===== config.mk =====
export PLATFORM = sky130hd
export DESIGN_NAME = ptf_front_flat
export DESIGN_NICKNAME = d
export VERILOG_FILES = /design/src/sv/assert_macros.svh /design/src/sv/ptf_pkg.sv /design/src/sv/ptf_req_if.sv /design/src/sv/ptf_front.sv /design/src/flat_wrapper.sv
export SDC_FILE = /design/constraint.sdc
export NUM_CORES = 1
export LEC_CHECK = 0
export ABC_AREA = 1
export ABC_CLOCK_PERIOD_IN_PS = 12800
export BUFFER_PORTS_ARGS = -buffer_cell sky130_fd_sc_hd__buf_2
export CAP_MARGIN = 20
export CORE_MARGIN = 4
export CORE_UTILIZATION = 40
export CTS_CLUSTER_SIZE = 24
export DETAILED_ROUTE_END_ITERATION = 16
export SLEW_MARGIN = 0
export SYNTH_ARGS = -nofsm -noshare
export SYNTH_HDL_FRONTEND = slang
export SYNTH_SLANG_ARGS = --single-unit

===== constraint.sdc =====
create_clock -name clock -period 12.8 [get_ports clock]
set_input_delay 1.92 -clock clock [delete_from_list [all_inputs] [get_ports clock]]
set_output_delay 1.92 -clock clock [all_outputs]
set_load 0.01 [all_outputs]

===== src/sv/assert_macros.svh =====
// ----------------------------------------------------------------------------
// assert_macros.svh
// Concurrent assertion helpers shared by the RTL; empty when NO_ASSERTIONS is set.
// ----------------------------------------------------------------------------
`ifndef ASSERT_MACROS_SVH
`define ASSERT_MACROS_SVH

`ifndef NO_ASSERTIONS
// antecedent implies consequent in the same cycle
`define ASSERT_SAME(label, clk, rst, ante, cons) \
   label: assert property (@(posedge clk) disable iff (rst) (ante) |-> (cons)) \
      else $error("assertion failed");
// antecedent implies consequent in the next cycle
`define ASSERT_NEXT(label, clk, rst, ante, cons) \
   label: assert property (@(posedge clk) disable iff (rst) (ante) |=> (cons)) \
      else $error("assertion failed");
`else
`define ASSERT_SAME(label, clk, rst, ante, cons)
`define ASSERT_NEXT(label, clk, rst, ante, cons)
`endif

`endif


===== src/sv/ptf_pkg.sv =====
// ----------------------------------------------------------------------------
// ptf_pkg
// Types and constants of the path fan tessellator.
// ----------------------------------------------------------------------------
package ptf_pkg;

   localparam int COORD_W   = 24;
   localparam int IDX_W     = 16;
   localparam int FRAC_BITS = 8;
   localparam int DEV_W     = 28;
   localparam int DIV_W     = 5;

   typedef enum logic [1:0] {
      CMD_MOVE  = 2'd0,
      CMD_LINE  = 2'd1,
      CMD_CUBIC = 2'd2,
      CMD_CLOSE = 2'd3
   } cmd_type;

   typedef logic signed [COORD_W-1:0] coord_type;
   typedef logic [IDX_W-1:0] idx_type;

   typedef struct packed {
      cmd_type   cmd;
      logic      new_path;
      coord_type p0_x;
      coord_type p0_y;
      coord_type p1_x;
      coord_type p1_y;
      coord_type p2_x;
      coord_type p2_y;
   } req_item_type;

   typedef struct packed {
      logic      vertex_valid;
      idx_type   vertex_index;
      coord_type vertex_x;
      coord_type vertex_y;
      logic      tri_valid;
      idx_type   tri_first;
      idx_type   tri_prev;
      idx_type   tri_curr;
      logic      dropped;
      logic      last;
   } rsp_item_type;

   typedef struct packed {
      logic [1:0] fill;
      logic       head_valid;
   } front_status_type;

   typedef enum logic [3:0] {
      ST_IDLE,
      ST_EMIT,
      ST_DEV1,
      ST_DEV2,
      ST_SEG1,
      ST_SEG2,
      ST_WGT1,
      ST_WGT2,
      ST_MUL,
      ST_PREP,
      ST_DIV,
      ST_PT
   } back_state_type;

endpackage


===== src/sv/ptf_req_if.sv =====
// ----------------------------------------------------------------------------
// ptf_req_if
// Command channel: valid/ready with one path command per beat.
// ----------------------------------------------------------------------------
interface ptf_req_if import ptf_pkg::*; ();
   logic      valid;
   logic      ready;
   logic [1:0] req_type;
   logic      new_path;
   coord_type p0_x;
   coord_type p0_y;
   coord_type p1_x;
   coord_type p1_y;
   coord_type p2_x;
   coord_type p2_y;

   modport source (output valid, req_type, new_path, p0_x, p0_y, p1_x, p1_y, p2_x, p2_y,
                   input ready);
   modport sink (input valid, req_type, new_path, p0_x, p0_y, p1_x, p1_y, p2_x, p2_y,
                 output ready);
endinterface


===== src/sv/ptf_front.sv =====
// ----------------------------------------------------------------------------
// ptf_front
// Accepts commands, decodes them and holds them in a two-entry queue.
// ----------------------------------------------------------------------------
module ptf_front import ptf_pkg::*; (
   input  logic             clock,
   input  logic             reset,
   ptf_req_if.sink          req,
   input  logic             pop,
   output req_item_type     head,
   output front_status_type status
);

   req_item_type q_ff [2];
   logic       wr_ptr_ff, wr_ptr_in;
   logic       rd_ptr_ff, rd_ptr_in;
   logic [1:0] fill_ff, fill_in;
   logic       push;
   logic       do_pop;
   req_item_type item;

   always_comb begin
      item.cmd      = cmd_type'(req.req_type);
      item.new_path = req.new_path;
      item.p0_x     = req.p0_x;
      item.p0_y     = req.p0_y;
      item.p1_x     = req.p1_x;
      item.p1_y     = req.p1_y;
      item.p2_x     = req.p2_x;
      item.p2_y     = req.p2_y;
   end

   assign req.ready = (fill_ff != 2'd2);
   assign push      = req.valid && req.ready;
   assign do_pop    = pop && (fill_ff != 2'd0);

   always_comb begin
      wr_ptr_in = push ? ~wr_ptr_ff : wr_ptr_ff;
      rd_ptr_in = do_pop ? ~rd_ptr_ff : rd_ptr_ff;
      fill_in   = fill_ff + {1'b0, push} - {1'b0, do_pop};
   end

   always_ff @(posedge clock) begin
      if (reset) begin
         wr_ptr_ff <= 1'b0;
         rd_ptr_ff <= 1'b0;
         fill_ff   <= 2'd0;
      end else begin
         wr_ptr_ff <= wr_ptr_in;
         rd_ptr_ff <= rd_ptr_in;
         fill_ff   <= fill_in;
      end
   end

   always_ff @(posedge clock) begin
      if (push) begin
         q_ff[wr_ptr_ff] <= item;
      end
   end

   assign head              = q_ff[rd_ptr_ff];
   assign status.fill       = fill_ff;
   assign status.head_valid = (fill_ff != 2'd0);

endmodule


===== src/flat_wrapper.sv =====
// flat-port wrapper written by rule: the top's interface ports become plain ports
module ptf_front_flat import ptf_pkg::*;
  (clock, reset, pop, head, status, req_valid, req_req_type, req_new_path, req_p0_x, req_p0_y, req_p1_x, req_p1_y, req_p2_x, req_p2_y, req_ready);
  ptf_req_if req_i ();
  input  logic clock;
  input  logic reset;
  input  logic pop;
  output req_item_type head;
  output front_status_type status;
  input wire logic [$bits(req_i.valid)-1:0] req_valid;
  input wire logic [$bits(req_i.req_type)-1:0] req_req_type;
  input wire logic [$bits(req_i.new_path)-1:0] req_new_path;
  input wire logic [$bits(req_i.p0_x)-1:0] req_p0_x;
  input wire logic [$bits(req_i.p0_y)-1:0] req_p0_y;
  input wire logic [$bits(req_i.p1_x)-1:0] req_p1_x;
  input wire logic [$bits(req_i.p1_y)-1:0] req_p1_y;
  input wire logic [$bits(req_i.p2_x)-1:0] req_p2_x;
  input wire logic [$bits(req_i.p2_y)-1:0] req_p2_y;
  output wire logic [$bits(req_i.ready)-1:0] req_ready;
  assign req_i.valid = req_valid;
  assign req_i.req_type = req_req_type;
  assign req_i.new_path = req_new_path;
  assign req_i.p0_x = req_p0_x;
  assign req_i.p0_y = req_p0_y;
  assign req_i.p1_x = req_p1_x;
  assign req_i.p1_y = req_p1_y;
  assign req_i.p2_x = req_p2_x;
  assign req_i.p2_y = req_p2_y;
  assign req_ready = req_i.ready;
  ptf_front u_core (.clock(clock), .reset(reset), .req(req_i), .pop(pop), .head(head), .status(status));
endmodule

======== After elaboration in Yosys (flattened, before gate mapping) ========
Memory sizes are Yosys's and may differ from the RTL's. A register that Yosys moved wholly into a read port is not among the register bits.
Cells that the tools add are included.
word-level totals
  flip-flop bits (word level) ............. 4
  latch bits .............................. 0
  RAM bits ................................ 294
  ROM bits ................................ 0
  input bits .............................. 151
  output and inout port bits .............. 151
  memories ................................ 1
memory list
  name         depth  bits a word  rd ports  clocked after memory_dff  write ports  line             source
  u_core.q_ff  2      147          1         1                         1            ptf_front.sv:14  req_item_type q_ff [2];
cells by class
  add/subtract/negate cells ............... 2
  multiply operators ...................... 0
  divide/modulo/power cells ............... 0
  order comparisons ....................... 0
  equal/unequal tests ..................... 1
  shift-type cells ........................ 0
  muxes and demuxes ....................... 4
  bitwise logic cells ..................... 2
  reduce and logical (&&, ||, !) cells .... 3
operators with widths
  cell                number
  $mux 1              4
  $add 2x1->2         1
  $logic_and 1x1->1   2
  $ne 2x2->1 const B  1
  $not 1->1           2
  $reduce_bool 2->1   1
  $sub 2x1->2         1

======== Depth between registers and ports, before layout ========
Gate-level depths: netlist of the first run.
  depth after elaboration ................. 4
  mapped depth ............................ 10
  gate-level depth less buffers ........... 10

======== Worst setup path before layout of the first run ========
Ideal clock, no wire load.
  path type ............................... in2reg
  from .................................... input req_valid
  to ...................................... memory u_core.q_ff[0][0] (netlist bit) (enable)
  arrival ................................. 8091 ps
  data required time ...................... 12145 ps
  slack ................................... 4054 ps
  cell stages on the path ................. 2
  path buffers ............................ 0
  cells stage by stage .................... nand2_1 > nor2_1
on the way
  word-level cells in the longest chain between the ends .. 3
ends and longest elaborated chain
  element                       line                source
  start, declared               flat_wrapper.sv:10  input wire logic [$bits(req_i.valid)-1:0] req_valid;
  $logic_and 1x1->1             ptf_front.sv:34     assign push = req.valid && req.ready;
  $mux 1                        ptf_front.sv:56     if (push) begin
  $mux 1 (not written as such)  ptf_front.sv:57     q_ff[wr_ptr_ff] <= item;
  end, declared                 ptf_front.sv:14
No other way between the ends.

==> results of run 1 <==
==> per-layer routing <==
metal  up-vias  GRT usage, %  wire [µm]
met5         -             0         21
met4         4          3.46        386
met1      2734          16.2       8330
li1       2599             -          -
met2       214          23.7      10600
met3        35          5.31       1990
==> Yosys cell counts, drive strengths merged <==
library cell  number
dfxtp              5
nand3              3
edfxtp           294
inv               10
a21oi              2
ha                 2
nor2               9
nand2              8
buf               16
mux2             147
==> worst paths after layout <==
kind | start | end | slack [ns] | cells after the start
min | u_core.rd_ptr_ff | u_core.rd_ptr_ff | 0.51 | 2
max reg2reg | u_core.fill_ff[0] | u_core.q_ff[1][130] | 10.12 | 5
min reg2reg | u_core.rd_ptr_ff | u_core.rd_ptr_ff | 0.51 | 2
max | register | head[52] | 8.19 | 3
==> logic make-up after synthesis <==
family                     share of synthesized area, %
muxes                                              15.2
AOI/OAI and AO/OA                                0.0918
and+or+nand+nor                                   0.723
adders and majority gates                         0.229
buffers and inverters                              1.94
DFF                                                81.8
==> metrics by stage <==
step | hold WS (ns) | power (mW) | setup slack [ns]
floorplan | 0.467 | 1.73 | 4.05
global placement | 0.489 | 1.93 | 8.62
detailed placement | 0.493 | 1.94 | 8.61
CTS | 0.507 | 2.79 | 8.08
global route | 0.580 | 2.89 | 8.03
finish | 0.509 | 2.74 | 8.19
==> where the power goes <==
part / total, mW / leakage, nW / internal (mW) / switching [mW]
Clock: 0.843 / 0.455 / 0.503 / 0.340
Combinational: 0.601 / 1.86 / 0.267 / 0.333
Sequential: 1.30 / 2.79 / 1.25 / 0.0449
==> sequential cells by signal, indices dropped and copies added, names as in the netlist, named ones only <==
signal,cells
u_core.fill_ff,2
u_core.wr_ptr_ff,1
u_core.rd_ptr_ff,1
u_core.q_ff,294
==> layout make-up <==
class / instances / area, µm² / share of cell area, %
Multi-Input combinational cell: 171 / 1780 / 13.0
Clock buffer: 42 / 817 / 5.97
Timing Repair Buffer: 306 / 1540 / 11.3
Clock inverter: 13 / 138 / 1.01
Inverter: 10 / 42.5 / 0.311
Sequential cell: 299 / 8930 / 65.3
Antenna cell: 2 / 5.00 / 0.0366
Tap cell: 341 / 427 / 3.12
==> tightest hold or removal path: stages (launching register included) <==
cell and delay [ns]:
dfxtp_1 0.33, nor2_1 0.06, nor2_1 0.08
==> reports/metrics.yaml, run 1 <==
drtPass1Iterations: 4
syn_area_per_cell_um2: 22.0
slew_headroom_pct: 37.0
cp-end-kind: "primary output"
cp_top_family: "buffers and inverters"
fin_cells: 1184
grt_use_total_pct: 13.7
final_area_um2: 13700
cts_buffers: 31
grt_max_degree: 84
dp_cells: 1127
yosys_warnings: 0
worst-path-buf-inv: 2
holdBufCountCts: 0
hold_class: "reg -> reg"
max-clock-path-buffers: 3
drv_cap: 0
insertion_delay_ns: 0.54
post_cts_buffers: 0
crit_chain: "buf_4 -> mux2_2 -> buf_2"
yosys.area.top_type: "edfxtp_1"
hold_viol_final: 0
cts_tree: "built"
io_buffers: 301
dp_hpwl_um: 13700
placed_cell_area_um2: 12700
post_cts_resized: 0
synth_cells: 496
cellLeakagePower_nw: 5.10
rsz0062_at_grt: "no"
die_h_um: 173
post-synth-top-area-fraction_pct: 80.9
finalWirelength_um: 21300
drc_errors: 0
wl_per_cell_um: 18.0
outcome: "finished clean"
fin_util_pct: 50.9
place_congestion: 0.708
synth.area.top_cells: "edfxtp_1 (81%), mux2_2 (15%), buf_6 (1.5%)"
fillers: 2305
arrival_ns: 2.69
drt_iter0_markers: 241
fin_setup_tns_ns: 0
ys_seq_elements: 299
final_cell_mix: "buf_2 (301), edfxtp_1 (294), mux2_2 (147), clkbuf_16 (31), clkbuf_1 (11)"
clock.fmax_mhz: 217
path_clk_slew_ns: 0.05
power.density_nw_per_um2: 200
start_util_pct: 40.6
vdd_drop_max_v: 0.000119
slew_violations: 0
antenna_found_initial: 3
path_max_fanout: 62
area_growth_pct: 25.4
crit_path_max_incr_delay_ns: 0.75
root_buffer: "clkbuf_16"
crit_type: "reg -> out"
syn-num-nets: 649
die_x_um: 173
boundaryPins: 302
h-tree-depth: 1
slowest_stage: "dfxtp_4"
worst_pin_slew_ns: 0.945
cp_data_required_time_ns: 10.88
final_common_cell: "buf_2"
period_needed_ns: 4.61
grt_pass1_vias: 5948
syn_area_um2: 10900
drive_gt1_share_pct: 58.7
vias: 5586
timing.final.crit_share_pct: 36.1
grt_pass1_wl_um: 32900
cp-start-kind: "register"
fin_skew_ns: 0.0149
row_count: 60
dieArea_um2: 30000
ant_nets: 0
synthDistinctLibCells: 11
core_area_um2: 26900
nets: 972
vias_per_cell: 4.72
yosysSeqAreaShare_pct: 81.8
overflow: 0
setup_violations: 0
cts_num_sinks: 299
No activity file was read; power rests on OpenSTA's default activity.
==> run 2, diff against run 1 <==
--- a/config.mk
+++ b/config.mk
@@ -6,13 +6,14 @@
 export NUM_CORES = 1
 export LEC_CHECK = 0
 export ABC_AREA = 1
-export ABC_CLOCK_PERIOD_IN_PS = 12800
+export ABC_CLOCK_PERIOD_IN_PS = 4000
 export BUFFER_PORTS_ARGS = -buffer_cell sky130_fd_sc_hd__buf_2
 export CAP_MARGIN = 20
 export CORE_MARGIN = 4
 export CORE_UTILIZATION = 40
 export CTS_CLUSTER_SIZE = 24
 export DETAILED_ROUTE_END_ITERATION = 16
+export PLACE_DENSITY = 0.66
 export SLEW_MARGIN = 0
 export SYNTH_ARGS = -nofsm -noshare
 export SYNTH_HDL_FRONTEND = slang
==> constraint.sdc (replaced) <==
create_clock -name clock -period 4 [get_ports clock]
set_input_delay 0.6 -clock clock [delete_from_list [all_inputs] [get_ports clock]]
set_output_delay 0.6 -clock clock [all_outputs]
set_load 0.01 [all_outputs]
==> run 2 against run 1 <==
  * Clock power grew to 3.2 times the previous value
  * Clock skew is 0.0090 ns lower
  * Final cell count is 0.17% higher
  * Critical endpoint is now head[55]
==> reports/metrics.yaml, run 2 (synthesis gave the netlist of run 1 again) <==
vias: 5632  # +0.82%
drc_errors: 0  # unchanged
rsz0062_at_grt: "no"
period_needed_ns: 2.88
dp_hpwl_um: 14000  # +2.6%
cts_tree: "built"
setup_violations: 0  # unchanged
setup_slack_ns: 1.12  # -7.07 ns
placed_cell_area_um2: 12800  # +0.60%
worst_pin_slew_ns: 0.868  # -0.0777 ns
place_congestion: 0.748  # +5.6%
die_h_um: 173  # unchanged
power.density_nw_per_um2: 641  # +220%
timing.final.crit_share_pct: 72.0
vias_per_cell: 4.75  # +0.65%
final_cell_mix: "buf_2 (301), edfxtp_1 (294), mux2_2 (147), clkbuf_16 (31)"
core_area_um2: 26900  # unchanged
hold_viol_final: 0  # unchanged
drv_cap: 0  # unchanged
final_common_cell: "buf_2"
cp-start-kind: "register"
intPower_mw: 6.50  # +220%
cellLeakagePower_nw: 5.13  # +0.74%
row_count: 60  # unchanged
multi_input_area_um2: 1780  # unchanged
holdBufCountCts: 0  # unchanged
hold_slack_ns: 0.229  # -0.280 ns
fin_util_pct: 51.2  # +0.32 points
grt_use_total_pct: 13.8  # +0.033 points
fin_skew_ns: 0.00588  # -0.00904 ns
area_growth_pct: 26.2
slew_violations: 0  # unchanged
insertion_delay_ns: 0.54  # about the same
vdd_drop_max_v: 0.000406  # +240%
cts_num_sinks: 299  # unchanged
cp_data_required_time_ns: 3.40  # -7.48 ns
nets: 973  # +0.10%
swShare_pct: 26.4  # +0.24 points
crit_path_max_incr_delay_ns: 0.81  # +0.06 ns
finalWirelength_um: 21500  # +0.98%
cts_buffers: 30  # -3.2%
outcome: "finished clean"
drtPass1Iterations: 4  # unchanged
boundaryPins: 302  # unchanged
path_max_fanout: 51  # -18%
max-clock-path-buffers: 3  # unchanged
grt_max_degree: 101  # +20%
met2_length_um: 10500  # -0.59%
crit_chain: "buf_12 -> mux2_2 -> buf_2"
root_buffer: "clkbuf_16"
largest_register: "u_core.q_ff"
post_cts_buffers: 0  # unchanged
h-tree-depth: 1  # unchanged
ant_nets: 0  # unchanged
cp-end-kind: "primary output"
path_clk_slew_ns: 0.06  # about the same
p_clk_share_pct: 30.7  # about the same
wl_per_cell_um: 18.2  # +0.81%
crit_type: "reg -> out"
grt_pass1_vias: 5939  # -0.15%
io_buffers: 301  # unchanged
dieArea_um2: 30000  # unchanged
routed.top_layer: "met5"
fillers: 2258  # -2.0%
overflow: 0  # unchanged
fin_setup_tns_ns: 0  # unchanged
arrival_ns: 2.28  # -0.41 ns
p_switching_mw: 2.33  # +220%
clock.fmax_mhz: 347
slowest_stage: "dfxtp_4"
met3WireLength_um: 1860  # -6.1%
drt_iter0_markers: 304  # +26%
hold_class: "in -> reg"
slew_headroom_pct: 42.0  # +5.1 points
wl_met1_um: 8520  # +2.4%
antenna_found_initial: 3  # unchanged
post_cts_resized: 0  # unchanged
start_util_pct: 40.6  # unchanged
largest_reg_flops: 294  # unchanged
final_area_um2: 13800  # +0.63%
register_area_um2: 8930  # unchanged
post-place-ws_ns: 1.53  # -7.08 ns
reg.largest.list: "u_core.q_ff: 294 flops, u_core.fill_ff: 2 flops"
die_x_um: 173  # unchanged
seqPwrFrac_pct: 47.1  # -0.3 points
grt_pass1_wl_um: 33100  # +0.50%
pwr-share-comb_pct: 22.2  # +0.3 points
drive_gt1_share_pct: 59.3  # +0.57 points
-- run 2: area by class of cell --
cell class	instances	share of cell area, %
Sequential cell	299	64.9
Clock buffer	35	5.74
Tap cell	341	3.10
Timing Repair Buffer	308	11.8
Antenna cell	2	0.0364
Multi-Input combinational cell	171	12.9
Inverter	10	0.300
Clock inverter	20	1.26
-- run 2: power groups by stage --
stage / Sequential, mW / Clock, mW / Combinational (mW)
after global placement: 4.21 / 0 / 2.00
after CTS: 4.17 / 2.80 / 2.02
after floorplan: 4.18 / 0 / 1.28
after global routing: 4.21 / 2.95 / 2.13
after detailed placement: 4.24 / 0 / 2.00
final: 4.16 / 2.71 / 1.96
-- run 2: critical path, delay by kind of cell, from the launching register on --
kind,cells,cell delay [ns]
muxes,1,0.39
buffers and inverters,2,0.52
DFF,1,0.81
-- run 2: layer usage --
metal / GRT usage [%] / up-vias
met5: 0 / -
met4: 4.22 / 4
met3: 5.25 / 40
met2: 23.1 / 208
met1: 16.6 / 2774
li1: - / 2606
-- run 2: path summary, 6_finish.rpt --
path / start / depth (start not counted) / slack [ns] / to
max reg2reg: u_core.fill_ff[0] / 5 / 1.77 / u_core.q_ff[1][130]
min: reset / 2 / 0.23 / u_core.fill_ff[0]
min reg2reg: u_core.rd_ptr_ff / 2 / 0.50 / u_core.rd_ptr_ff
max: register / 3 / 1.12 / head[55]
-- run 2: through the flow --
step / total power [mW] / cells
after floorplan: 5.46 / 496
after global placement: 6.21 / 1129
after detailed placement: 6.24 / 1129
after CTS: 8.99 / 1184
after global routing: 9.29 / 1185
final: 8.83 / 1186
==> run 3, diff against run 2 <==
--- a/config.mk
+++ b/config.mk
@@ -6,14 +6,13 @@
 export NUM_CORES = 1
 export LEC_CHECK = 0
 export ABC_AREA = 1
-export ABC_CLOCK_PERIOD_IN_PS = 4000
+export ABC_CLOCK_PERIOD_IN_PS = 2800
 export BUFFER_PORTS_ARGS = -buffer_cell sky130_fd_sc_hd__buf_2
 export CAP_MARGIN = 20
 export CORE_MARGIN = 4
 export CORE_UTILIZATION = 40
 export CTS_CLUSTER_SIZE = 24
 export DETAILED_ROUTE_END_ITERATION = 16
-export PLACE_DENSITY = 0.66
 export SLEW_MARGIN = 0
 export SYNTH_ARGS = -nofsm -noshare
 export SYNTH_HDL_FRONTEND = slang
==> constraint.sdc (replaced) <==
create_clock -name clock -period 2.8 [get_ports clock]
set_input_delay 0.42 -clock clock [delete_from_list [all_inputs] [get_ports clock]]
set_output_delay 0.42 -clock clock [all_outputs]
set_load 0.01 [all_outputs]
==> run 3 against run 2 <==
  * Clock-buffer cell count grew 8
  * Utilization increased by 0.61 points
  * Clock power increased by 50%
  * Highest routed layer unchanged
  * Register-to-register slack got worse by 0.73 ns
  * Final cell count grew 0.76%
  * Routed wire length rose by 1.9%
  * Combinational power increased by 48%
  * First-iteration DRC count shrank 6.9%
  * Sequential share of layout area shrank 0.75 points
  * Critical path depth unchanged
  * Non-clock buffer count increased by 7
==> reports/metrics.yaml, run 3 (synthesis gave the netlist of run 1 again) <==
power.density_nw_per_um2: 927  # +45%
antenna_found_initial: 6  # +3
nets: 981  # +0.82%
outcome: "finished clean"
crit_path_max_incr_delay_ns: 0.71  # -0.10 ns
multi_input_area_um2: 1800  # +1.1%
ant_nets: 0  # unchanged
dieArea_um2: 30000  # unchanged
crit_chain: "buf_4 -> mux2_2 -> buf_2"
timing.rr.start: "u_core.fill_ff[0]"
hold_viol_final: 0  # unchanged
hold_class: "in -> reg"
root_buffer: "clkbuf_16"
die_h_um: 173  # unchanged
slowest_stage: "dfxtp_4"
post_cts_resized: 0  # unchanged
largest_reg_flops: 294  # unchanged
slew_headroom_pct: 62.5  # +20 points
place_congestion: 0.748  # about the same
vdd_drop_max_v: 0.000578  # +42%
crit_type: "reg -> out"
wl_per_cell_um: 18.4  # +1.1%
setup_slack_ns: 0.299  # -0.821 ns
path_clk_slew_ns: 0.06  # about the same
setup_violations: 0  # unchanged
arrival_ns: 2.08  # -0.20 ns
drive_gt1_share_pct: 59.7  # +0.36 points
dp_cells: 1135  # +0.53%
io_buffers: 301  # unchanged
use_met3_pct: 6.19  # +0.94 points
fillers: 2270  # +0.53%
cts_tree: "built"
min_from: "req_p2_x[10]"
area_growth_pct: 27.7
met1_usage_pct: 16.4  # -0.20 points
grt_pass1_wl_um: 34100  # +3.0%
path_max_fanout: 33  # -35%
grt.busiest_layer: "met2"
grt_max_degree: 77  # -24%
timing.final.crit_share_pct: 89.3
cellLeakagePower_nw: 5.21  # +1.4%
grt_pass1_vias: 6125  # +3.1%
finalWirelength_um: 21900  # +1.9%
worst_pin_slew_ns: 0.562  # -0.305 ns
register_area_um2: 8930  # about the same
final_cell_mix: "buf_2 (301), edfxtp_1 (294), mux2_2 (147), clkbuf_16 (31), clkbuf_1 (12)"
die_x_um: 173  # unchanged
use_met2_pct: 24.4  # +1.4 points
cts_num_sinks: 299  # unchanged
post-place-ws_ns: 0.823  # -0.711 ns
vias: 5633  # +0.018%
dp_hpwl_um: 14800  # +5.8%
boundaryPins: 302  # unchanged
cts_buffers: 31  # +3.3%
row_count: 60  # unchanged
insertion_delay_ns: 0.55  # about the same
period_needed_ns: 2.50
slew_violations: 0  # unchanged
grt_use_total_pct: 14.2  # +0.49 points
vias_per_cell: 4.71  # -0.74%
final_common_cell: "buf_2"
drtPass1Iterations: 4  # unchanged
fin_cells: 1195  # +0.76%
cp-start-kind: "register"
clock.fmax_mhz: 400
drv_cap: 0  # unchanged
cp_data_required_time_ns: 2.38  # -1.02 ns
drc_errors: 0  # unchanged
fin_skew_ns: 0.0180  # +0.0122 ns
overflow: 0  # unchanged
rsz0062_at_grt: "no"
drt_iter0_markers: 283  # -6.9%
core_area_um2: 26900  # unchanged
reg.largest.list: "u_core.q_ff: 294 flops, u_core.fill_ff: 2 flops"
h-tree-depth: 1  # unchanged
start_util_pct: 40.6  # unchanged
cp-end-kind: "primary output"
max-clock-path-buffers: 3  # unchanged
largest_register: "u_core.q_ff"
==> run 3: changes by cell type in the layout (fill, tap and decap cells not counted), sizes merged <==
cell	change
clkinv	-7
inv	+1
dlygate4sd3	+1
buf	+6
clkinvlp	-1
bufinv	+2
clkbuf	+8
diode	-1
==> run 3: routing by layer <==
layer  vias up  routed length, µm  share of wire, %
met5         -                 51              0.23
met4        10                605               2.8
met3        52               2200                10
met2       211              10800                49
met1      2726               8300                38
li1       2634                  -                 -
==> run 3: area by class of cell <==
type	instances	share of cell area (%)
Tap cell	341	3.06
Timing Repair Buffer	315	12.3
Antenna cell	1	0.0180
Multi-Input combinational cell	171	12.9
Clock buffer	43	5.89
Sequential cell	299	64.1
Clock inverter	15	1.40
Inverter	10	0.296
==> run 3: worst paths after layout <==
path,cells past startpoint,slack (ns),end
max,3,0.30,head[3]
min,1,0.05,u_core.q_ff[0][34]
max reg2reg,5,1.04,u_core.q_ff[0][95]
min reg2reg,2,0.51,u_core.rd_ptr_ff
==> run 3: critical path, delay by kind of cell, from the launching register on <==
kind     cells  cell delay, ns
buf+inv      2            0.46
mux          1            0.36
flops        1            0.71
==> run 3: repair_timing <==
item,CTS,global route
buffers inserted,0,0
hold buffers,1,0
hold endpoints to repair,1,0
==> run 3: through the flow <==
step | TNS [ns] | instance area, µm² | hold slack, ns | power (mW) | utilization, %
after detailed placement | 0 | 12900 | 0.501 | 9.00 | 48.0
after global placement | 0 | 12900 | 0.491 | 8.98 | 48.0
after CTS | 0 | 13900 | 0.0199 | 13.1 | 51.8
after floorplan | -105.27 | 10900 | 0.467 | 7.83 | -
after global routing | 0 | 13900 | 0.0221 | 13.6 | 51.8
final | 0 | 13900 | 0.0546 | 12.9 | 51.8
==> run 3: power breakdown <==
| group | total (mW) | switching, mW | leakage (nW) | internal, mW |
|---|---|---|---|---|
| registers | 5.94 | 0.216 | 2.79 | 5.73 |
| clock network | 4.07 | 1.58 | 0.490 | 2.49 |
| logic | 2.90 | 1.55 | 1.93 | 1.35 |
